[config.mk]
export PLATFORM = sky130hd
export DESIGN_NAME = lmfd_queue
export DESIGN_NICKNAME = d
export VERILOG_FILES = /design/src/rtl/core/lmfd_queue.sv
export SDC_FILE = /design/constraint.sdc
export NUM_CORES = 1
export LEC_CHECK = 0
export BUFFER_PORTS_ARGS = -buffer_cell sky130_fd_sc_hd__clkbuf_2
export CORE_UTILIZATION = 48
export CTS_CLUSTER_DIAMETER = 30
export DETAILED_ROUTE_END_ITERATION = 8
export HOLD_SLACK_MARGIN = 0.1
export PLACE_DENSITY = 0.74
export SKIP_CTS_REPAIR_TIMING = 1
export SLEW_MARGIN = 20
export SYNTH_ARGS = -nofsm -noshare
export SYNTH_HDL_FRONTEND = slang
export SYNTH_SLANG_ARGS = --single-unit
[constraint.sdc]
create_clock -name clk_i -period 1.8 [get_ports clk_i]
set_input_delay 0.18 -clock clk_i [delete_from_list [all_inputs] [get_ports clk_i]]
set_output_delay 0.18 -clock clk_i [all_outputs]
set_load 0.02 [all_outputs]
[src/rtl/core/lmfd_queue.sv]
// Two-entry queue between the position front end and the interpolating back end.
`default_nettype none
module lmfd_queue #(
  parameter int unsigned WIDTH = 8
) (
  input  wire logic             clk_i,
  input  wire logic             rst_ni,
  input  wire logic             push_valid_i,
  output logic                  push_ready_o,
  input  wire logic [WIDTH-1:0] push_data_i,
  output logic                  pop_valid_o,
  input  wire logic             pop_ready_i,
  output logic [WIDTH-1:0]      pop_data_o
);

  logic [WIDTH-1:0] slot_q [2];
  logic             wr_q, rd_q;
  logic [1:0]       cnt_q;
  logic             push, pop;

  assign push_ready_o = (cnt_q != 2'd2);
  assign pop_valid_o  = (cnt_q != 2'd0);
  assign pop_data_o   = slot_q[rd_q];
  assign push = push_valid_i && push_ready_o;
  assign pop  = pop_valid_o && pop_ready_i;

  always_ff @(posedge clk_i) begin
    if (push) slot_q[wr_q] <= push_data_i;
  end

  always_ff @(posedge clk_i or negedge rst_ni) begin
    if (!rst_ni) begin
      wr_q  <= 1'b0;
      rd_q  <= 1'b0;
      cnt_q <= 2'd0;
    end else begin
      if (push) wr_q <= ~wr_q;
      if (pop)  rd_q <= ~rd_q;
      if (push && !pop)      cnt_q <= cnt_q + 2'd1;
      else if (pop && !push) cnt_q <= cnt_q - 2'd1;
    end
  end

endmodule
`default_nettype wire

==> run summary <==
RUN STATUS
-------------------------------------------------------------------------------
Status ........................................................... complete, no violations

FLOORPLANNING
-------------------------------------------------------------------------------
Number of top-level pins .........................................           22
Initial Utilization ..............................................        51.6%
Standard cell core area ..........................................     1520 µm²
Die area .........................................................     1810 µm²
Die height .......................................................      42.5 µm
Number of placement rows .........................................           14
Die X-Extent .....................................................      42.5 µm

FINISH
-------------------------------------------------------------------------------
Number of antenna cells inserted .................................            0
Top library cells by usage in the layout, fill and taps aside .... clkbuf_2 (21), edfxtp_1 (16), dlygate4sd3_1 (9)
Synthesis-to-finish area growth ..................................        35.3%
Area occupied by multi-input gates ...............................      198 µm²
Fraction of final layout cells sized beyond drive strength 1 .....        48.7%
Most common library cell in the layout ignoring fill and taps ....     clkbuf_2
Post-layout net count ............................................           92
Number of fill cells .............................................          122
Sequential Area ..................................................      581 µm²

CLOCK NETWORK
-------------------------------------------------------------------------------
Clock Pin Slew Worst Setup and Hold Paths ........................      0.11 ns
Maximum count of clock buffers along a single path ...............            2
Clock tree from TritonCTS ........................................        built
Cell at the root of the clock tree ...............................     clkbuf_4
Clock insertion delay at the later pin of the skew report ........      0.30 ns
CTS HTree Levels .................................................            1
Total clock sinks ................................................           20
Cts bufs inserted ................................................            3

GRT
-------------------------------------------------------------------------------
Global-route wire length before repair ...........................      1.97 mm
GR peak layer ....................................................         met2
Leftover overflow at the end of global routing ...................            0
Largest net degree at the start of global routing ................           13
Vias in the first global route ...................................          423
Initial antenna violation count ..................................            0
Routing usage on met2 ............................................        24.3%
Total routing resource utilization after global routing ..........        15.5%
Met1 Resource Use GR .............................................        20.2%
Global routing usage on met3 .....................................        3.88%

PLACED DESIGN
-------------------------------------------------------------------------------
HPWL after detailed placement ....................................       842 µm
Dpl ws ...........................................................     0.358 ns
Routability congestion estimate ..................................        0.674
PortBufs .........................................................           21

POWER
-------------------------------------------------------------------------------
Internal portion of total power ..................................      1.17 mW
Sw frac ..........................................................        32.3%
Worst-case vdd ir drop ...........................................   0.000990 V
Total power per unit cell area ...................................  1630 nW/µm²
Part of the power in combinational logic .........................        35.9%
Power share of the sequential group ..............................        43.2%
Static leakage ...................................................     0.450 nW
Fraction of power consumed by the clock network ..................        20.9%
Net switching power ..............................................       559 µW

DETAILED ROUTING
-------------------------------------------------------------------------------
Via count normalized by instance count ...........................         4.95
Post-Route WL ....................................................      1.20 mm
Routed WL per cell ...............................................      12.8 µm
Remaining design rule violation count ............................            0
Total number of vias .............................................          465
Iteration count of the initial detailed-routing pass .............            4
1st-iter DRT viols ...............................................            9
Count of antenna-violating nets left after detailed routing ......            0

STA
-------------------------------------------------------------------------------
Worst slew pin tran ..............................................     0.396 ns
Final worst path period share ....................................        90.4%
Final setup TNS ..................................................         0 ns
Count of endpoints failing hold in the final timing report .......            0
Setup repair after global routing missed its margin ..............        false
Minimum clock period after layout ................................      1.63 ns
Achievable clock frequency .......................................      615 MHz
Final Max Slew Viols .............................................            0
Worst-case headroom to the max-slew limit ........................        73.6%
Worst-case clock skew ............................................   0.00425 ns
Total of endpoints with negative setup slack in the final report .            0
Final setup slack of the worst path ..............................     0.173 ns

SETUP PATH
-------------------------------------------------------------------------------
Series of cell instances along the critical path ................. mux2_2 > clkbuf_2
Maximum single-stage delay on the critical path ..................      0.60 ns
Top Family by Delay on Critical Path .............................   flip-flops
Setup slack of the worst register-to-register path ...............      0.36 ns
CP startpoint kind ...............................................     register
Crit path required time ..........................................      1.62 ns
CP Data Arrival Time .............................................      1.45 ns
Worst-path cell with the longest stage delay .....................      dfrtp_1
Peak fanout along the critical path ..............................            9
Critical Setup Path Class ........................................   reg -> out
Endpoint kind of the worst setup timing path ..................... primary output
Bufs and invs on worst path ......................................            1

YOSYS
-------------------------------------------------------------------------------
Synthesized netlist net count ....................................           56
Proportion of synthesized chip area in sequential cells ..........        73.8%
Register bit count reported by yosys .............................           20
Post-synthesis average cell area .................................     18.3 µm²
Number of distinct library cells after synthesis .................           14
Number of cells produced by synthesis ............................           43
Post-synthesis instance area .....................................      787 µm²
Number of warning messages in the yosys log ......................            0

HOLD PATH
-------------------------------------------------------------------------------
Type of the worst min-delay path .................................    in -> reg

RUN
-------------------------------------------------------------------------------
# Max-Cap Violations .............................................            0

sequential cells by signal, summed over array words and instances (netlist names):
name,count
slot_q,16
cnt_q,2
wr_q,1
rd_q,1
kinds of logic (layout without fill, tap and decap cells):
logic type / count (synthesis) / count (layout) / synth area share [%]
mux: 8 / 8 / 11.4
xor+xnor: 5 / 5 / 5.57
buf+inv: 2 / 37 / 1.11
flops: 20 / 20 / 73.8
simple gates: 7 / 7 / 6.52
fa+ha+maj: 1 / 1 / 1.59
synth_stat cells (all sizes together):
cell type	n	area share [%]
dfrtp	4	13
and3	1	0.80
or2	1	1.1
nor2	2	0.95
mux2	8	11
edfxtp	16	61
nand2b	1	1.7
inv	1	0.48
xnor2	3	3.3
xor2	2	2.2
buf	1	0.64
nand2	2	1.9
ha	1	1.6
metal layers:
metal / vias to the layer above / wire (µm)
met4: 0 / 5
met1: 224 / 531
met2: 13 / 624
met3: 2 / 37
met5: - / 0
li1: 226 / -
power by group through the flow:
stage                     clock [mW]  sequential [mW]  combinational (mW)
after floorplan                    0            0.704               0.483
after detailed placement           0            0.759               0.614
after CTS                      0.372            0.750               0.616
final                          0.362            0.748               0.621
after global routing           0.391            0.762               0.684
after global placement             0            0.751               0.602
metrics by stage:
stage | power, mW | hold slack (ns) | instances | instance area, µm² | utilization [%]
6_report | 1.73 | 0.132 | 94 | 1060 | 69.9
5_1_grt | 1.84 | 0.110 | 94 | 1060 | 69.9
4_1_cts | 1.74 | -0.348 | 85 | 975 | 64.0
3_5_place_dp | 1.37 | -0.00437 | 81 | 922 | 60.5
3_3_place_gp | 1.35 | -0.00560 | 81 | 922 | 60.5
2_1_floorplan | 1.19 | -0.116 | 43 | 787 | -
layout make-up:
class | instances | share of cell area (%)
well taps | 16 | 1.88
repair buffers | 32 | 19.7
flip-flops and latches | 20 | 54.5
clock inverters | 1 | 2.82
inverters | 1 | 0.353
clock buffers | 3 | 2.12
multi-input cells | 21 | 18.6
worst min-delay path, stage by stage:
cell	delay, ns
clkbuf_2	0.11
nand2_4	0.06
xnor2_1	0.05
final timing paths:
kind	to	from	cells after the start
min reg2reg	wr_q$_DFFE_PN0P_	wr_q$_DFFE_PN0P_	1
max	pop_data_o[7]	rd_q$_DFFE_PN0P_	2
min in group asynchronous	cnt_q[0]$_DFFE_PN0P_	rst_ni	2
max reg2reg	cnt_q[1]$_DFFE_PN0P_	cnt_q[0]$_DFFE_PN0P_	7
min	rd_q$_DFFE_PN0P_	pop_ready_i	3
max in group asynchronous	wr_q$_DFFE_PN0P_	rst_ni	2
No activity file was read; power rests on OpenSTA's default activity.
